===== config.mk =====
export PLATFORM = sky130hd
export DESIGN_NAME = utf8_decode_casefold_core_flat
export DESIGN_NICKNAME = d
export VERILOG_FILES = /design/src/sv/ucf_pkg.sv /design/src/sv/ucf_req_if.sv /design/src/sv/ucf_rsp_if.sv /design/src/sv/utf8_decode_casefold_core.sv /design/src/sv/ucf_ctrl.sv /design/src/sv/ucf_dp.sv /design/src/flat_wrapper.sv
export VERILOG_INCLUDE_DIRS = /design/src /design/src/sv
export SDC_FILE = /design/constraint.sdc
export NUM_CORES = 1
export LEC_CHECK = 0
export ABC_AREA = 0
export CAP_MARGIN = 20
export CORE_ASPECT_RATIO = 1.5
export CORE_MARGIN = 2
export CORE_UTILIZATION = 40
export CTS_BUF_LIST = sky130_fd_sc_hd__clkbuf_4 sky130_fd_sc_hd__clkbuf_8
export DETAILED_ROUTE_END_ITERATION = 12
export DONT_BUFFER_PORTS = 1
export SLEW_MARGIN = 30
export SYNTH_ARGS = -nofsm -noshare
export SYNTH_HDL_FRONTEND = slang
export SYNTH_SLANG_ARGS = --single-unit

===== constraint.sdc =====
create_clock -name clock -period 14 [get_ports clock]
set_clock_uncertainty 0.2 [all_clocks]
set_input_delay 0.7 -clock clock [delete_from_list [all_inputs] [get_ports clock]]
set_output_delay 0.7 -clock clock [all_outputs]
set_load 0.03 [all_outputs]

===== src/sv/assert_macros.svh =====
// Assertion macros used by the decoder top level
`ifndef ASSERT_MACROS_SVH
`define ASSERT_MACROS_SVH

// antecedent implies consequent in the same cycle
`define ASSERT_SAME(label, clk, rst, ante, cons, msg) \
   label: assert property (@(posedge clk) disable iff (rst) (ante) |-> (cons)) \
      else $error(msg);

// antecedent implies consequent in the next cycle
`define ASSERT_NEXT(label, clk, rst, ante, cons, msg) \
   label: assert property (@(posedge clk) disable iff (rst) (ante) |=> (cons)) \
      else $error(msg);

`endif


===== src/sv/ucf_pkg.sv =====
// Types, constants and decode functions of the UTF-8 decoder with case folding
`timescale 1ns / 1ps
package ucf_pkg;

   localparam int BYTE_W = 8;
   localparam int CP_W   = 21;
   localparam int LEN_W  = 3;
   localparam int BUF_W  = 32;

   typedef enum logic {
      ST_IDLE,
      ST_RUN
   } ucf_state_type;

   typedef struct packed {
      logic load;
      logic step;
      logic done;
   } ucf_cmd_type;

   typedef struct packed {
      logic emit;
      logic last;
      logic out_free;
   } ucf_sts_type;

   typedef struct packed {
      logic             emit;
      logic [LEN_W-1:0] len;
      logic [CP_W-1:0]  cp;
   } ucf_eval_type;

   // sequence length announced by a lead byte
   function automatic logic [LEN_W-1:0] ucf_need(input logic [BYTE_W-1:0] b);
      logic [LEN_W-1:0] n;
      n = 3'd1;
      if (b < 8'h80) n = 3'd1;
      else if ((b & 8'hE0) == 8'hC0) n = 3'd2;
      else if ((b & 8'hF0) == 8'hE0) n = 3'd3;
      else if ((b & 8'hF8) == 8'hF0 && b <= 8'hF4) n = 3'd4;
      return n;
   endfunction

   // evaluate one scan position: win holds the bytes from the position on
   function automatic ucf_eval_type ucf_eval(input logic [BUF_W-1:0] win,
                                             input logic [LEN_W-1:0] avail,
                                             input logic last_byte);
      ucf_eval_type     r;
      logic [7:0]       b0, b1, b2, b3;
      logic [LEN_W-1:0] need, chk;
      logic             bad;
      b0   = win[7:0];
      b1   = win[15:8];
      b2   = win[23:16];
      b3   = win[31:24];
      need = ucf_need(b0);
      chk  = (avail < need) ? avail : need;
      bad  = (chk > 3'd1 && b1[7:6] != 2'b10) ||
             (chk > 3'd2 && b2[7:6] != 2'b10) ||
             (chk > 3'd3 && b3[7:6] != 2'b10);
      r.emit = 1'b0;
      r.len  = 3'd1;
      r.cp   = {13'd0, b0};
      if (avail == 3'd0) begin
         r.emit = 1'b0;
      end else if (need == 3'd1 || bad) begin
         r.emit = 1'b1;
      end else if (avail >= need) begin
         r.emit = 1'b1;
         r.len  = need;
         case (need)
            3'd2:    r.cp = {10'd0, b0[4:0], b1[5:0]};
            3'd3:    r.cp = {5'd0, b0[3:0], b1[5:0], b2[5:0]};
            3'd4:    r.cp = {b0[2:0], b1[5:0], b2[5:0], b3[5:0]};
            default: r.cp = {13'd0, b0};
         endcase
      end else if (last_byte) begin
         r.emit = 1'b1;
      end
      return r;
   endfunction

   // Latin and Cyrillic lower-case folding
   function automatic logic [CP_W-1:0] ucf_fold(input logic [CP_W-1:0] cp);
      logic [CP_W-1:0] r;
      r = cp;
      if (cp inside {[21'h41 : 21'h5A], [21'h410 : 21'h42F]}) r = cp + 21'd32;
      else if (cp == 21'h401) r = 21'h451;
      return r;
   endfunction

endpackage


===== src/sv/ucf_req_if.sv =====
// Byte input channel of the UTF-8 decoder
`timescale 1ns / 1ps
interface ucf_req_if;
   logic                     valid;
   logic                     ready;
   logic [ucf_pkg::BYTE_W-1:0] data_byte;
   logic                     string_end;

   modport source (output valid, data_byte, string_end, input ready);
   modport sink   (input valid, data_byte, string_end, output ready);
endinterface


===== src/sv/ucf_rsp_if.sv =====
// Code point output channel of the UTF-8 decoder
`timescale 1ns / 1ps
interface ucf_rsp_if;
   logic                      valid;
   logic                      ready;
   logic [ucf_pkg::CP_W-1:0]  code_point;
   logic [ucf_pkg::LEN_W-1:0] byte_length;
   logic                      run_last;
   logic                      string_done;

   modport source (output valid, code_point, byte_length, run_last, string_done,
                   input ready);
   modport sink   (input valid, code_point, byte_length, run_last, string_done,
                   output ready);
endinterface


===== src/sv/utf8_decode_casefold_core.sv =====
// Top level of the UTF-8 decoder with optional Latin/Cyrillic case folding
//
//   channel   dir   handshake      payload
//   req_ch    in    valid/ready    data_byte[7:0], string_end
//   rsp_ch    out   valid/ready    code_point[20:0], byte_length[2:0], run_last, string_done
//   csr_*     in    csr_wr_en      csr_wr_data (fold_enable)
//
// An item is accepted, then the scan steps through the byte window and emits one result
// (1 to 4) per step while rsp_ch has room, the last step also storing the rest back; an item
// that only extends a pending sequence is accepted, then stored back. Results leave through a
// single output register, so a stalled rsp_ch holds the scan. Reset is
// synchronous and clears the pending count, the controller and the output valid.
`timescale 1ns / 1ps
`include "assert_macros.svh"
module utf8_decode_casefold_core (
   input  logic clock,
   input  logic reset,
   ucf_req_if.sink   req_ch,
   ucf_rsp_if.source rsp_ch,
   input  logic csr_wr_en,
   input  logic csr_wr_data
);
   import ucf_pkg::*;

   logic        fold_ff, fold_in;
   ucf_cmd_type cmd;
   ucf_sts_type sts;

   assign fold_in = csr_wr_en ? csr_wr_data : fold_ff;

   always_ff @(posedge clock) begin
      if (reset) begin
         fold_ff <= 1'b0;
      end else begin
         fold_ff <= fold_in;
      end
   end

   ucf_ctrl u_ctrl (
      .clock     (clock),
      .reset     (reset),
      .req_valid (req_ch.valid),
      .req_ready (req_ch.ready),
      .sts       (sts),
      .cmd       (cmd)
   );

   ucf_dp u_dp (
      .clock           (clock),
      .reset           (reset),
      .req_data_byte   (req_ch.data_byte),
      .req_string_end  (req_ch.string_end),
      .fold_enable     (fold_ff),
      .cmd             (cmd),
      .sts             (sts),
      .rsp_valid       (rsp_ch.valid),
      .rsp_ready       (rsp_ch.ready),
      .rsp_code_point  (rsp_ch.code_point),
      .rsp_byte_length (rsp_ch.byte_length),
      .rsp_run_last    (rsp_ch.run_last),
      .rsp_string_done (rsp_ch.string_done)
   );

   `ASSERT_NEXT(a_busy_after_load, clock, reset, cmd.load, !req_ch.ready, "ready after load")
   `ASSERT_SAME(a_step_needs_emit, clock, reset, cmd.step, sts.emit && sts.out_free, "bad step")
   `ASSERT_NEXT(a_step_fills_out, clock, reset, cmd.step, rsp_ch.valid, "step lost")
   `ASSERT_SAME(a_done_is_last, clock, reset, rsp_ch.valid && rsp_ch.string_done,
                rsp_ch.run_last, "string_done without run_last")

endmodule


===== src/sv/ucf_ctrl.sv =====
// Controller of the UTF-8 decoder: accepts an item, then steps the scan
`timescale 1ns / 1ps
module ucf_ctrl (
   input  logic                 clock,
   input  logic                 reset,
   input  logic                 req_valid,
   output logic                 req_ready,
   input  ucf_pkg::ucf_sts_type sts,
   output ucf_pkg::ucf_cmd_type cmd
);
   import ucf_pkg::*;

   ucf_state_type state_ff, state_in;

   always_ff @(posedge clock) begin
      if (reset) begin
         state_ff <= ST_IDLE;
      end else begin
         state_ff <= state_in;
      end
   end

   always_comb begin
      state_in  = state_ff;
      req_ready = 1'b0;
      cmd       = '0;
      case (state_ff)
         ST_IDLE: begin
            req_ready = 1'b1;
            if (req_valid) begin
               cmd.load = 1'b1;
               state_in = ST_RUN;
            end
         end
         ST_RUN: begin
            if (!sts.emit) begin
               cmd.done = 1'b1;
               state_in = ST_IDLE;
            end else if (sts.out_free) begin
               cmd.step = 1'b1;
               if (sts.last) begin
                  cmd.done = 1'b1;
                  state_in = ST_IDLE;
               end
            end
         end
         default: state_in = ST_IDLE;
      endcase
   end

endmodule


===== src/sv/ucf_dp.sv =====
// Datapath of the UTF-8 decoder: byte window, scan position, output register
`timescale 1ns / 1ps
module ucf_dp (
   input  logic                         clock,
   input  logic                         reset,
   input  logic [ucf_pkg::BYTE_W-1:0]   req_data_byte,
   input  logic                         req_string_end,
   input  logic                         fold_enable,
   input  ucf_pkg::ucf_cmd_type         cmd,
   output ucf_pkg::ucf_sts_type         sts,
   output logic                         rsp_valid,
   input  logic                         rsp_ready,
   output logic [ucf_pkg::CP_W-1:0]     rsp_code_point,
   output logic [ucf_pkg::LEN_W-1:0]    rsp_byte_length,
   output logic                         rsp_run_last,
   output logic                         rsp_string_done
);
   import ucf_pkg::*;

   logic [BUF_W-1:0] buf_ff, buf_in;
   logic [1:0]       cnt_ff, cnt_in;
   logic [LEN_W-1:0] pos_ff, pos_in;
   logic             end_ff, end_in;
   logic             vld_ff, vld_in;
   logic [CP_W-1:0]  cp_ff, cp_in;
   logic [LEN_W-1:0] len_ff, len_in;
   logic             last_ff, last_in;
   logic             done_ff, done_in;

   logic [LEN_W-1:0] n_cur, pos_nxt, start;
   logic [BUF_W-1:0] win0, win1, slot_mask, slot_data;
   ucf_eval_type     ev0, ev1;

   always_comb begin
      n_cur     = {1'b0, cnt_ff} + 3'd1;
      win0      = buf_ff >> {pos_ff, 3'b000};
      ev0       = ucf_eval(win0, n_cur - pos_ff, end_ff);
      pos_nxt   = pos_ff + ev0.len;
      win1      = buf_ff >> {pos_nxt, 3'b000};
      ev1       = ucf_eval(win1, n_cur - pos_nxt, end_ff);
      sts.emit  = ev0.emit;
      sts.last  = !ev1.emit;
      sts.out_free = !vld_ff || rsp_ready;
      slot_mask = 32'hFF << {cnt_ff, 3'b000};
      slot_data = {24'd0, req_data_byte} << {cnt_ff, 3'b000};
   end

   always_comb begin
      start   = cmd.step ? pos_nxt : pos_ff;
      buf_in  = buf_ff;
      cnt_in  = cnt_ff;
      pos_in  = pos_ff;
      end_in  = end_ff;
      vld_in  = vld_ff && !rsp_ready;
      cp_in   = cp_ff;
      len_in  = len_ff;
      last_in = last_ff;
      done_in = done_ff;
      if (cmd.load) begin
         buf_in = (buf_ff & ~slot_mask) | slot_data;
         pos_in = 3'd0;
         end_in = req_string_end;
      end
      if (cmd.step) begin
         vld_in  = 1'b1;
         cp_in   = fold_enable ? ucf_fold(ev0.cp) : ev0.cp;
         len_in  = ev0.len;
         last_in = !ev1.emit;
         done_in = !ev1.emit && end_ff;
         pos_in  = pos_nxt;
      end
      if (cmd.done) begin
         buf_in = buf_ff >> {start, 3'b000};
         cnt_in = 2'(n_cur - start);
      end
   end

   always_ff @(posedge clock) begin
      if (reset) begin
         cnt_ff <= '0;
         vld_ff <= 1'b0;
      end else begin
         cnt_ff <= cnt_in;
         vld_ff <= vld_in;
      end
   end

   always_ff @(posedge clock) begin
      buf_ff  <= buf_in;
      pos_ff  <= pos_in;
      end_ff  <= end_in;
      cp_ff   <= cp_in;
      len_ff  <= len_in;
      last_ff <= last_in;
      done_ff <= done_in;
   end

   assign rsp_valid       = vld_ff;
   assign rsp_code_point  = cp_ff;
   assign rsp_byte_length = len_ff;
   assign rsp_run_last    = last_ff;
   assign rsp_string_done = done_ff;

endmodule

===== src/flat_wrapper.sv =====
// flat-port wrapper written by rule: the top's interface ports become plain ports
module utf8_decode_casefold_core_flat import ucf_pkg::*;
  (clock, reset, csr_wr_en, csr_wr_data, req_ch_valid, req_ch_data_byte, req_ch_string_end, req_ch_ready, rsp_ch_valid, rsp_ch_code_point, rsp_ch_byte_length, rsp_ch_run_last, rsp_ch_string_done, rsp_ch_ready);
  ucf_req_if req_ch_i ();
  ucf_rsp_if rsp_ch_i ();
  input  logic clock;
  input  logic reset;
  input  logic csr_wr_en;
  input  logic csr_wr_data;
  input wire logic [$bits(req_ch_i.valid)-1:0] req_ch_valid;
  input wire logic [$bits(req_ch_i.data_byte)-1:0] req_ch_data_byte;
  input wire logic [$bits(req_ch_i.string_end)-1:0] req_ch_string_end;
  output wire logic [$bits(req_ch_i.ready)-1:0] req_ch_ready;
  output wire logic [$bits(rsp_ch_i.valid)-1:0] rsp_ch_valid;
  output wire logic [$bits(rsp_ch_i.code_point)-1:0] rsp_ch_code_point;
  output wire logic [$bits(rsp_ch_i.byte_length)-1:0] rsp_ch_byte_length;
  output wire logic [$bits(rsp_ch_i.run_last)-1:0] rsp_ch_run_last;
  output wire logic [$bits(rsp_ch_i.string_done)-1:0] rsp_ch_string_done;
  input wire logic [$bits(rsp_ch_i.ready)-1:0] rsp_ch_ready;
  assign req_ch_i.valid = req_ch_valid;
  assign req_ch_i.data_byte = req_ch_data_byte;
  assign req_ch_i.string_end = req_ch_string_end;
  assign req_ch_ready = req_ch_i.ready;
  assign rsp_ch_valid = rsp_ch_i.valid;
  assign rsp_ch_code_point = rsp_ch_i.code_point;
  assign rsp_ch_byte_length = rsp_ch_i.byte_length;
  assign rsp_ch_run_last = rsp_ch_i.run_last;
  assign rsp_ch_string_done = rsp_ch_i.string_done;
  assign rsp_ch_i.ready = rsp_ch_ready;
  utf8_decode_casefold_core u_core (.clock(clock), .reset(reset), .req_ch(req_ch_i), .rsp_ch(rsp_ch_i), .csr_wr_en(csr_wr_en), .csr_wr_data(csr_wr_data));
endmodule

## Word level (Yosys, flattened, before mapping)

Index checks and enable logic that the tools add are counted.

- Input bits: 15
- Bits in registers: 67

- Magnitude comparators: 18
- Bitwise logic cells: 4
- Add/subtract/negate cells: 6
- Eq/ne operators: 18
- Shift-type cells: 5
- Muxes and demuxes: 42
- Reduce and logical (&&, ||, !) cells: 27

Operators with widths:

| operator | count |
|---|---|
| right shift 32 x 6 -> 32 bit | 3 |
| two-way mux 24 bit | 3 |
| two-way mux 32 bit | 2 |
| two-way mux 21 bit | 3 |
| one-hot mux 21 bit (3 select lines) | 1 |
| two-way mux 3 bit | 13 |
| AND 32 bit | 1 |
| NOT 32 bit | 1 |
| bitwise OR 32 bit | 1 |
| << shifter 8 x 5 -> 32 bit | 1 |
| << shifter 8 x 5 -> 32 bit, first input constant | 1 |
| adder 21 x 6 -> 21 bit, second input constant | 1 |
| equality test 21 x 11 -> 1 bit, second input constant | 1 |
| greater-or-equal comparator 21 x 11 -> 1 bit, second input constant | 1 |
| greater-or-equal comparator 21 x 7 -> 1 bit, second input constant | 1 |
| less-or-equal comparator 21 x 11 -> 1 bit, second input constant | 1 |
| less-or-equal comparator 21 x 7 -> 1 bit, second input constant | 1 |
| two-way mux 1 bit | 17 |
| less-or-equal comparator 8 bit, second input constant | 2 |
| less-than comparator 8 bit, second input constant | 2 |
| > comparator 3 x 2 -> 1 bit, second input constant | 4 |
| logical AND 1 bit | 12 |
| != test 2 bit, second input constant | 6 |
| equality test 5 bit, second input constant | 2 |
| other kinds (18) | 39 |

## Longest topological paths before layout

Gate-level depths: netlist (run 1).

- Depth after elaboration: 40
- Mapped depth: 39
- Depth with buffers taken out: 31

## Modules after synthesis

A second synthesis (run 1) with hierarchy kept.

- Cells, all modules: 609
- Area total of the unflattened synthesis: 5694.2 µm²

By module, submodules not included:

| module | sequential area each (µm²) | instances | cells each | area each (µm²) |
|---|---|---|---|---|
| ucf_dp | 1921.8 | 1 | 597 | 5594.1 |
| ucf_ctrl | 20.0 | 1 | 9 | 66.3 |
| utf8_decode_casefold_core | 20.0 | 1 | 3 | 33.8 |

## Least setup slack after synthesis (run 1)

OpenSTA, ideal clock, no wires.

- Path kind: reg2reg
- Start: register u_core.u_dp.pos_ff[1]
- End: register u_core.u_dp.buf_ff[0] (enable)
- Cell stages (with the launch flop): 36
- Setup time: 0.373 ns
- Buffers on the path: 6
- Slack: 5.313 ns
- Data required time: 13.427 ns
- Arrival: 8.113 ns
- Period minus slack after synthesis: 8.687 ns
- Cell sequence: edfxtp_1 buf_6 or2_1 buf_6 buf_6 o22ai_4 nand3_4 or3_1 buf_2 ha_1 nand3b_1 nand2_1 nor2_1 o31ai_1 o211ai_2 clkbuf_1 or2_2 ha_1 fa_1 clkbuf_1 inv_1 fa_1 xnor2_1 xor2_1 xnor2_1 ha_1 o21a_1 o32ai_1 a21oi_1 o21ai_0 nor3b_1 mux2i_1 a21bo_1 a21oi_4 nand2b_1 o21a_1

RTL lines:

| item | RTL line | text |
|---|---|---|
| start, declared | ucf_dp.sv:22 | `logic [LEN_W-1:0] pos_ff, pos_in;` |
| start signal, assigned | ucf_dp.sv:90 | `pos_ff <= pos_in;` |
| end signal, assigned | ucf_dp.sv:89 | `buf_ff <= buf_in;` |
| end, declared | ucf_dp.sv:20 | `logic [BUF_W-1:0] buf_ff, buf_in;` |

==> impl_metrics.env, run 1 <==
export IMPL_crit_reg2reg_launch="u_core.u_dp.pos_ff[2]"
export IMPL_timing_final_crit_share_pct=75.8
export IMPL_synth_cell_types=86
export IMPL_synth_fp_nets=688
export IMPL_critPathSlowestCell="fa_1"
export IMPL_status="finished, final reports clean"
export IMPL_drt_wl_total_um=20200
export IMPL_port_buffer_count=0
export IMPL_fin_crit_ps=10610
export IMPL_hold_start="reset"
export IMPL_worst_r2r_cell_count=31
export IMPL_path_max_fanout=33
export IMPL_drive_gt1_share_pct=10.5
export IMPL_drt_iter0_drc=403
export IMPL_netlist_area_mm2=0.00600
export IMPL_synth_seq_cells=67
export IMPL_finalMaxSlewViolations=0
export IMPL_floorplan_initialDensity_pct=41.1
export IMPL_grt_max_degree=51
export IMPL_cts_buffers=9
export IMPL_diodes=0
export IMPL_crit_type="flop to flop"
export IMPL_clk_latency_ps=380
export IMPL_hp_class="input port to flop"
export IMPL_min_to="u_core.u_dp.rsp_valid"
export IMPL_fin_nets=671
export IMPL_synth_top_family_by_area="compound AO/OA/AOI/OAI gates"
export IMPL_place_congestion=0.973
export IMPL_synth_simple_area_share_pct=20.4
export IMPL_synth_edf_count=62
export IMPL_viasPerCell=6.53
export IMPL_synth_compound_area_share_pct=27.5
export IMPL_die_w_um=104
export IMPL_required_ps=13800
export IMPL_core_mm2=0.0146
export IMPL_globalRouteOverflowTotal=0
export IMPL_hold_depth=1
export IMPL_yosys_top_cells_area="edfxtp_1 (31%), mux2i_1 (5.3%), ha_1 (4.4%)"
export IMPL_num_vias=5441
export IMPL_crit_path_end_kind="flop"
export IMPL_worst_slew_margin_rel_pct=41.5
export IMPL_hold_buffers=0
export IMPL_maxCapViolCount=0
export IMPL_syn_area_per_cell_um2=9.25
export IMPL_grt_pass1_wl_um=31300
export IMPL_synth_xor_area_share_pct=1.46
export IMPL_ant_nets=0
export IMPL_grt_pass1_vias=5427
export IMPL_die_h_um=154
export IMPL_r2r_end="u_core.u_dp.buf_ff[6]"
export IMPL_area_growth_pct=5.48
export IMPL_grt_usage_pct=25.4
export IMPL_post_cts_repair_setup_buffers=0
export IMPL_h_tree_depth=3
export IMPL_ys_flop_type="edfxtp_1"
export IMPL_cp_arrival_ps=10420
export IMPL_die_area_mm2=0.0160
export IMPL_rsz0062_at_grt="no"
export IMPL_yosys_area_top_type="edfxtp_1"
export IMPL_setup_tns_ps=0
export IMPL_clock_path_buffers=2
export IMPL_cp_start_kind="flop"
export IMPL_dp_hpwl_um=15200
export IMPL_synthAdderAreaFrac_pct=5.38
export IMPL_max_stage_delay_ps=750
export IMPL_rrSetupSlack_ps=3390
export IMPL_worst_pin_slew_ps=856
export IMPL_clock_sinks=67
export IMPL_max_freq_mhz=94.2
export IMPL_setup_viol=0
export IMPL_antenna_found_initial=0
export IMPL_synthArstFlopShare_pct=0
export IMPL_syn_instance_count=649
export IMPL_drt_wirelength_per_cell_um=24.2
export IMPL_num_rows=54
export IMPL_ctsRootBufferMaster="clkbuf_8"
export IMPL_synth_top_cell_area_share_pct=31.0
export IMPL_dr_pass1_iters=5
export IMPL_report_final_hold_viol_count=0
export IMPL_cts_tree="built"
export IMPL_ctsResizeCount=0
export IMPL_yosysSeqAreaShare_pct=32.7
export IMPL_drc=0
export IMPL_clk_pin_slew_ps=90
export IMPL_synth_mux_area_share_pct=7.90
export IMPL_io_pins=43
export IMPL_yosys_warnings=0
[worst max path at each step]
stage	from	end	slack [ps]	depth (start not counted)
floorplan	u_core.u_dp.pos_ff[1]	u_core.u_dp.buf_ff[0]	5310	35
global placement	u_core.u_dp.pos_ff[2]	u_core.u_dp.buf_ff[14]	3920	31
detailed placement	u_core.u_dp.pos_ff[2]	u_core.u_dp.buf_ff[14]	3620	31
CTS	u_core.u_dp.pos_ff[2]	u_core.u_dp.buf_ff[6]	3570	31
global route	u_core.u_dp.pos_ff[2]	u_core.u_dp.buf_ff[5]	2730	31
finish	u_core.u_dp.pos_ff[2]	u_core.u_dp.buf_ff[6]	3390	31
[routing by layer]
metal / global-route usage (%) / part of all wire (%) / wire [um] / vias up
met5: 0 / 0 / 0 / -
met4: 17.7 / 7.2 / 1460 / 0
met3: 4.54 / 5.8 / 1170 / 85
met2: 44.1 / 49 / 9940 / 268
met1: 27.9 / 38 / 7610 / 2617
li1: - / - / - / 2471
[cell usage in the layout (no fill, tap or decap), drive strengths merged, types with 9 or more instances in the layout]
master and instances:
edfxtp 62, nor2 55, a21oi 49, nand2 37
mux2i 32, nor2b 32, inv 29, o21ai 26
ha 21, o22ai 21, a22oi 14, nand3b 14
nor3 14, nand3 12, and2 12, nand2b 11
a211oi 11, or2 11, nand4 9, a22o 9
clkbuf 9, o211ai 9, o221ai 9, mux2 9
[worst max-delay path, delay by kind of cell (launching register included)]
kind            cells  cell delay [ps]
flops               1              720
fa+ha+maj           5             1940
buf+inv             2              540
mux                 1              120
xor+xnor            3              660
compound gates     12             3290
simple gates        8             2730
[registers in the layout (all words and copies together), names as in the netlist]
| name | cells |
|---|---|
| u_core.u_dp.rsp_string_done | 1 |
| u_core.u_ctrl.state_ff | 1 |
| u_core.u_dp.cnt_ff | 2 |
| u_core.fold_ff | 1 |
| u_core.u_dp.pos_ff | 3 |
| u_core.u_dp.rsp_byte_length | 3 |
| u_core.u_dp.buf_ff | 32 |
| u_core.u_dp.rsp_valid | 1 |
| u_core.u_dp.rsp_run_last | 1 |
| u_core.u_dp.end_ff | 1 |
| u_core.u_dp.rsp_code_point | 21 |
[per-stage QoR]
stage	hold WS (ps)	std cells	area (um^2)	util, %	worst slack, ps
6_report	182	833	6330	43.4	3390
5_1_grt	169	833	6330	43.4	2730
3_5_place_dp	327	817	6120	42.0	3620
4_1_cts	173	833	6330	43.4	3570
3_3_place_gp	323	817	6120	41.9	3920
2_1_floorplan	280	649	6000	-	5310
[cells in the mapped netlist (11+ instances only)]
cell	instances
o21ai_0	24
nor2b_1	32
mux2i_1	32
nor3_1	14
nand2_1	37
nor2_1	55
edfxtp_1	62
o22ai_1	16
a21oi_1	48
nand2b_1	11
ha_1	21
clkbuf_1	18
a22oi_1	14
nand3b_1	14
inv_1	22
[kinds of logic after synthesis]
| kind of cell | after synthesis |
|---|---|
| fa+ha+maj | 24 |
| simple gates | 229 |
| buf+inv | 60 |
| flops | 67 |
| compound gates | 216 |
| mux | 43 |
| xor+xnor | 10 |
[final cells by class]
class | instances | area (um^2)
clock buffers | 9 | 124
clock inverters | 7 | 81.3
fillers | 1473 | 8260
inverters | 24 | 90.1
multi-input cells | 522 | 3770
flip-flops and latches | 67 | 1960
well taps | 196 | 245
repair buffers | 8 | 60.1
Power of run 1 is not shown: default switching activity piles up to over one toggle a cycle in this logic, so the estimate is an artifact.
==> run 2, diff against run 1 <==
==> constraint.sdc (replaced) <==
create_clock -name clock -period 8.8 [get_ports clock]
set_clock_uncertainty 0.2 [all_clocks]
set_input_delay 0.44 -clock clock [delete_from_list [all_inputs] [get_ports clock]]
set_output_delay 0.44 -clock clock [all_outputs]
set_load 0.03 [all_outputs]
==> impl_metrics.env, run 2 (synthesis gave the netlist of run 1 again) <==
export IMPL_status="finished, final reports clean"
export IMPL_setup_tns_ps=0
export IMPL_io_pins=43
export IMPL_dr_pass1_iters=5
export IMPL_num_vias=5611
export IMPL_die_h_um=154
export IMPL_path_max_fanout=12
export IMPL_clock_sinks=67
export IMPL_crit_type="flop to flop"
export IMPL_setup_viol=0
export IMPL_worst_slew_margin_rel_pct=36.2
export IMPL_maxCapViolCount=0
export IMPL_port_buffer_count=0
export IMPL_grt_use_met2_pct=46.0
export IMPL_timing_final_crit_share_pct=94.7
export IMPL_grt_usage_pct=25.7
export IMPL_drt_iter0_drc=379
export IMPL_crit_reg2reg_launch="u_core.u_dp.pos_ff[2]"
export IMPL_die_area_mm2=0.0160
export IMPL_drt_wirelength_per_cell_um=23.8
export IMPL_required_ps=8680
export IMPL_final_common_cell="edfxtp_1"
export IMPL_drt_wl_total_um=20700
export IMPL_floorplan_initialDensity_pct=41.1
export IMPL_largest_register="u_core.u_dp.buf_ff"
export IMPL_drc=0
export IMPL_dp_hpwl_um=15800
export IMPL_place_congestion=0.973
export IMPL_grt_max_degree=32
export IMPL_max_stage_delay_ps=530
export IMPL_final_cell_mix="edfxtp_1 (62), nor2_1 (54), a21oi_1 (48)"
export IMPL_hold_slack_ps=18.8
export IMPL_finalMaxSlewViolations=0
export IMPL_crit_path_end_kind="flop"
export IMPL_worst_pin_slew_ps=950
export IMPL_grtUsageMet1_pct=28.3
export IMPL_hold_start="csr_wr_data"
export IMPL_ant_nets=0
export IMPL_globalRouteOverflowTotal=0
export IMPL_cp_startpoint="u_core.u_dp.pos_ff[2]"
export IMPL_clk_pin_slew_ps=80
export IMPL_cp_top_family="compound AO/OA/AOI/OAI gates"
export IMPL_num_rows=54
export IMPL_cts_buffers=9
export IMPL_h_tree_depth=3
export IMPL_final_cells=868
export IMPL_core_mm2=0.0146
export IMPL_grt_pass1_wl_um=31800
export IMPL_die_w_um=104
export IMPL_grt_pass1_vias=5538
export IMPL_clk_latency_ps=370
export IMPL_cts_tree="built"
export IMPL_viasPerCell=6.46
export IMPL_max_freq_mhz=120
export IMPL_rsz0062_at_grt="no"
export IMPL_cp_arrival_ps=8220
export IMPL_ctsRootBufferMaster="clkbuf_8"
export IMPL_worstPathBufferInverterCount=2
export IMPL_report_final_hold_viol_count=0
export IMPL_fin_crit_ps=8340
export IMPL_largest_reg_flops=32
export IMPL_cp_start_kind="flop"
export IMPL_hp_class="input port to flop"
export IMPL_diodes=0
export IMPL_antenna_found_initial=0
export IMPL_clock_path_buffers=2
export IMPL_fin_nets=706
export IMPL_grt_busiest_layer="met2"
export IMPL_drive_gt1_share_pct=15.6
export IMPL_critPathSlowestCell="fa_1"
export IMPL_area_growth_pct=11.4
export IMPL_grt_use_met3_pct=2.71
export IMPL_dp_cells=846
## run 2: worst reg2reg max path: cells and delay by family, from the launching register on
kind	cells	cell delay (ps)
AOI/OAI and AO/OA	11	2470
and+or+nand+nor	7	1900
muxes	1	200
xor gates and xnor gates	3	720
adders and majority gates	5	1800
buffers and inverters	2	300
DFF	1	490
## run 2: cell type report
| cell class | count | area, um^2 |
|---|---|---|
| repair buffers | 43 | 344 |
| well taps | 196 | 245 |
| clock buffers | 9 | 124 |
| multi-input cells | 522 | 3780 |
| flip-flops and latches | 67 | 1960 |
| inverters | 24 | 90.1 |
| fillers | 1425 | 7910 |
| clock inverters | 7 | 140 |
## run 2: per-layer routing
metal  vias up  routed length (um)
li1       2550                   -
met1      2713                7770
met2       267               10500
met3        81                 987
met4         0                1400
met5         -                   0
## run 2: final timing paths
path	end	slack (ps)	cells past startpoint
worst max-delay path	u_core.u_dp.buf_ff[3]	460	29
worst min-delay path	u_core.fold_ff	20	2
worst max register to register	u_core.u_dp.buf_ff[3]	460	29
worst min register to register	u_core.u_dp.rsp_valid	350	2
## run 2: what timing repair did
item                       CTS  global route
gates resized for setup      0             5
hold endpoints to repair     6             0
hold buffers                 2             0
setup endpoints to repair    0            48
setup buffers                0             4
## run 2: through the flow
stage               setup WS [ps]  cell area, um^2  util, %
floorplan                     113             6000        -
global placement              403             6350     43.5
detailed placement            120             6360     43.6
CTS                          84.9             6650     45.5
global route                 19.0             6690     45.8
finish                        463             6690     45.8
Power of run 2 is left out for the same reason.
==> run 3, diff against run 2 <==
--- a/config.mk
+++ b/config.mk
@@ -17,4 +17,5 @@
 export SLEW_MARGIN = 30
 export SYNTH_ARGS = -nofsm -noshare
 export SYNTH_HDL_FRONTEND = slang
+export SYNTH_HIERARCHICAL = 1
 export SYNTH_SLANG_ARGS = --single-unit
==> impl_metrics.env, run 3 <==
export IMPL_status="finished, final reports clean"
export IMPL_worst_pin_slew_ps=766
export IMPL_ctsRootBufferMaster="clkbuf_8"
export IMPL_crit_top_cell="inv_1"
export IMPL_grt_pass1_wl_um=29400
export IMPL_cts_buffers=9
export IMPL_syn_instance_count=609
export IMPL_globalRouteOverflowTotal=0
export IMPL_antenna_found_initial=0
export IMPL_area_growth_pct=14.4
export IMPL_max_freq_mhz=120
export IMPL_path_max_fanout=8
export IMPL_worstPathBufferInverterCount=5
export IMPL_synth_edf_count=62
export IMPL_timing_final_crit_share_pct=94.9
export IMPL_dpl_worst_slack_ps=-99.8
export IMPL_die_area_mm2=0.0152
export IMPL_place_congestion=0.951
export IMPL_final_cell_mix="edfxtp_1 (62), buf_4 (52), nor2_1 (51)"
export IMPL_report_final_hold_viol_count=0
export IMPL_core_mm2=0.0140
export IMPL_critPathSlowestCell="fa_2"
export IMPL_cp_top_family="adder cells"
export IMPL_drt_wl_total_um=19000
export IMPL_placed_cell_area_mm2=0.00613
export IMPL_wl_met3_um=933
export IMPL_dp_hpwl_um=14500
export IMPL_hp_class="input port to flop"
export IMPL_grt_usage_pct=25.2
export IMPL_cp_arrival_ps=8330
export IMPL_largest_register="u_core/u_dp/buf_ff"
export IMPL_max_stage_delay_ps=670
export IMPL_synthArstFlopShare_pct=0
export IMPL_drc=0
export IMPL_syn_area_per_cell_um2=9.35
export IMPL_yosys_top_cells_count="edfxtp_1 (62), nor2_1 (53), a21oi_1 (50)"
export IMPL_crit_path_end_kind="flop"
export IMPL_setup_viol=0
export IMPL_diodes=0
export IMPL_synth_fp_nets=648
export IMPL_port_buffer_count=0
export IMPL_synth_most_common_cell="edfxtp_1"
export IMPL_cts_tree="built"
export IMPL_netlist_area_mm2=0.00569
export IMPL_synth_seq_cells=67
export IMPL_largest_reg_flops=32
export IMPL_yosys_warnings=6
export IMPL_viasPerCell=6.39
export IMPL_highest_layer="met4"
export IMPL_required_ps=8780
export IMPL_final_common_cell="edfxtp_1"
export IMPL_die_h_um=150
export IMPL_clk_pin_slew_ps=80
export IMPL_yosys_area_top_type="edfxtp_1"
export IMPL_num_vias=5333
export IMPL_ys_flop_type="edfxtp_1"
export IMPL_crit_type="flop to flop"
export IMPL_die_w_um=101
export IMPL_yosys_top_cells_area="edfxtp_1 (33%), mux2i_1 (5.4%), ha_1 (4.6%)"
export IMPL_final_cell_area_mm2=0.00652
export IMPL_grt_max_degree=38
export IMPL_routed_wl_met2_um=9750
export IMPL_yosysSeqAreaShare_pct=34.5
export IMPL_setup_tns_ps=0
export IMPL_num_rows=53
export IMPL_post_route_util_pct=46.6
export IMPL_fin_nets=677
export IMPL_worst_slack_ps=450
export IMPL_clk_latency_ps=360
export IMPL_floorplan_initialDensity_pct=40.7
export IMPL_clock_sinks=67
export IMPL_finalMaxSlewViolations=0
export IMPL_dr_pass1_iters=5
export IMPL_fin_crit_ps=8350
export IMPL_drive_gt1_share_pct=18.8
export IMPL_rrSetupSlack_ps=450
export IMPL_worst_slew_margin_rel_pct=47.6
export IMPL_clock_path_buffers=2
export IMPL_ant_nets=0
export IMPL_drt_iter0_drc=354
export IMPL_drt_wirelength_per_cell_um=22.8
export IMPL_grt_pass1_vias=5240
export IMPL_synth_top_cell_area_share_pct=32.7
export IMPL_maxCapViolCount=0
export IMPL_drt_met1_wl_um=7220
export IMPL_io_pins=43
export IMPL_synth_cell_types=87
export IMPL_cp_start_kind="flop"
export IMPL_h_tree_depth=3
-- run 3: cell count changes in the layout (fill, tap and decap cells not counted), moves of 6 or more --
cell and delta:
o221ai_1 -8, nand3b_1 -12, a2bb2oi_1 +6, o21ai_0 +7, buf_4 +13, a221o_1 -8
nor2b_1 -7, inv_1 +12, nand2_1 -21
-- run 3: worst paths after layout --
path | depth (start not counted) | from | to
setup / recovery | 33 | u_core/u_dp/cnt_ff[1] | u_core/u_dp/buf_ff[17]
hold / removal | 2 | csr_wr_data | u_core/fold_ff
setup reg to reg | 33 | u_core/u_dp/cnt_ff[1] | u_core/u_dp/buf_ff[17]
hold reg to reg | 2 | u_core/u_dp/cnt_ff[1] | u_core/u_dp/cnt_ff[1]
-- run 3: cells by family (layout without fill, tap and decap cells) --
family | after synthesis | after routing | share of synthesized area (%)
AO/OA/AOI/OAI | 223 | 223 | 27.6
AND/OR/NAND/NOR | 177 | 177 | 17.2
buffers and inverters | 72 | 106 | 5.69
flip-flops | 67 | 67 | 34.5
multiplexers | 38 | 38 | 7.36
adder cells (fa/ha/maj) | 24 | 24 | 5.67
XOR/XNOR | 8 | 8 | 2.04
-- run 3: worst reg2reg max path, delay by kind of cell (launching register included) --
kind | cells | cell delay, ps
compound gates | 12 | 2390
xor+xnor | 3 | 850
fa+ha+maj | 6 | 2480
buf+inv | 5 | 560
flops | 1 | 380
mux | 1 | 280
simple gates | 6 | 1040
-- run 3: final cells by class --
cell class,instances,area (um^2)
Fill cell,1315,7480
Multi-Input combinational cell,470,3490
Sequential cell,67,1960
Timing Repair Buffer,55,430
Tap cell,192,240
Clock buffer,12,159
Inverter,35,134
Clock inverter,4,97.6
-- run 3: stage by stage --
step,hold WS (ps),cells
floorplan,309,609
global placement,313,812
detailed placement,313,812
CTS,37.9,830
global route,57.2,835
finish,43.0,835
-- run 3: layer usage --
metal | track usage [%] | vias up
met5 | 0 | -
met2 | 44.2 | 227
met1 | 27.7 | 2627
li1 | - | 2402
met3 | 4.41 | 77
met4 | 15.8 | 0
-- run 3: what timing repair did --
| action | 4_1_cts | 5_1_grt |
|---|---|---|
| endpoints found under the hold margin | 5 | 0 |
| pin swaps | 0 | 6 |
| hold buffers | 2 | 0 |
| resized for setup | 4 | 19 |
| setup buffers | 0 | 5 |
| setup endpoints to repair | 30 | 64 |
Power of run 3 is left out for the same reason.
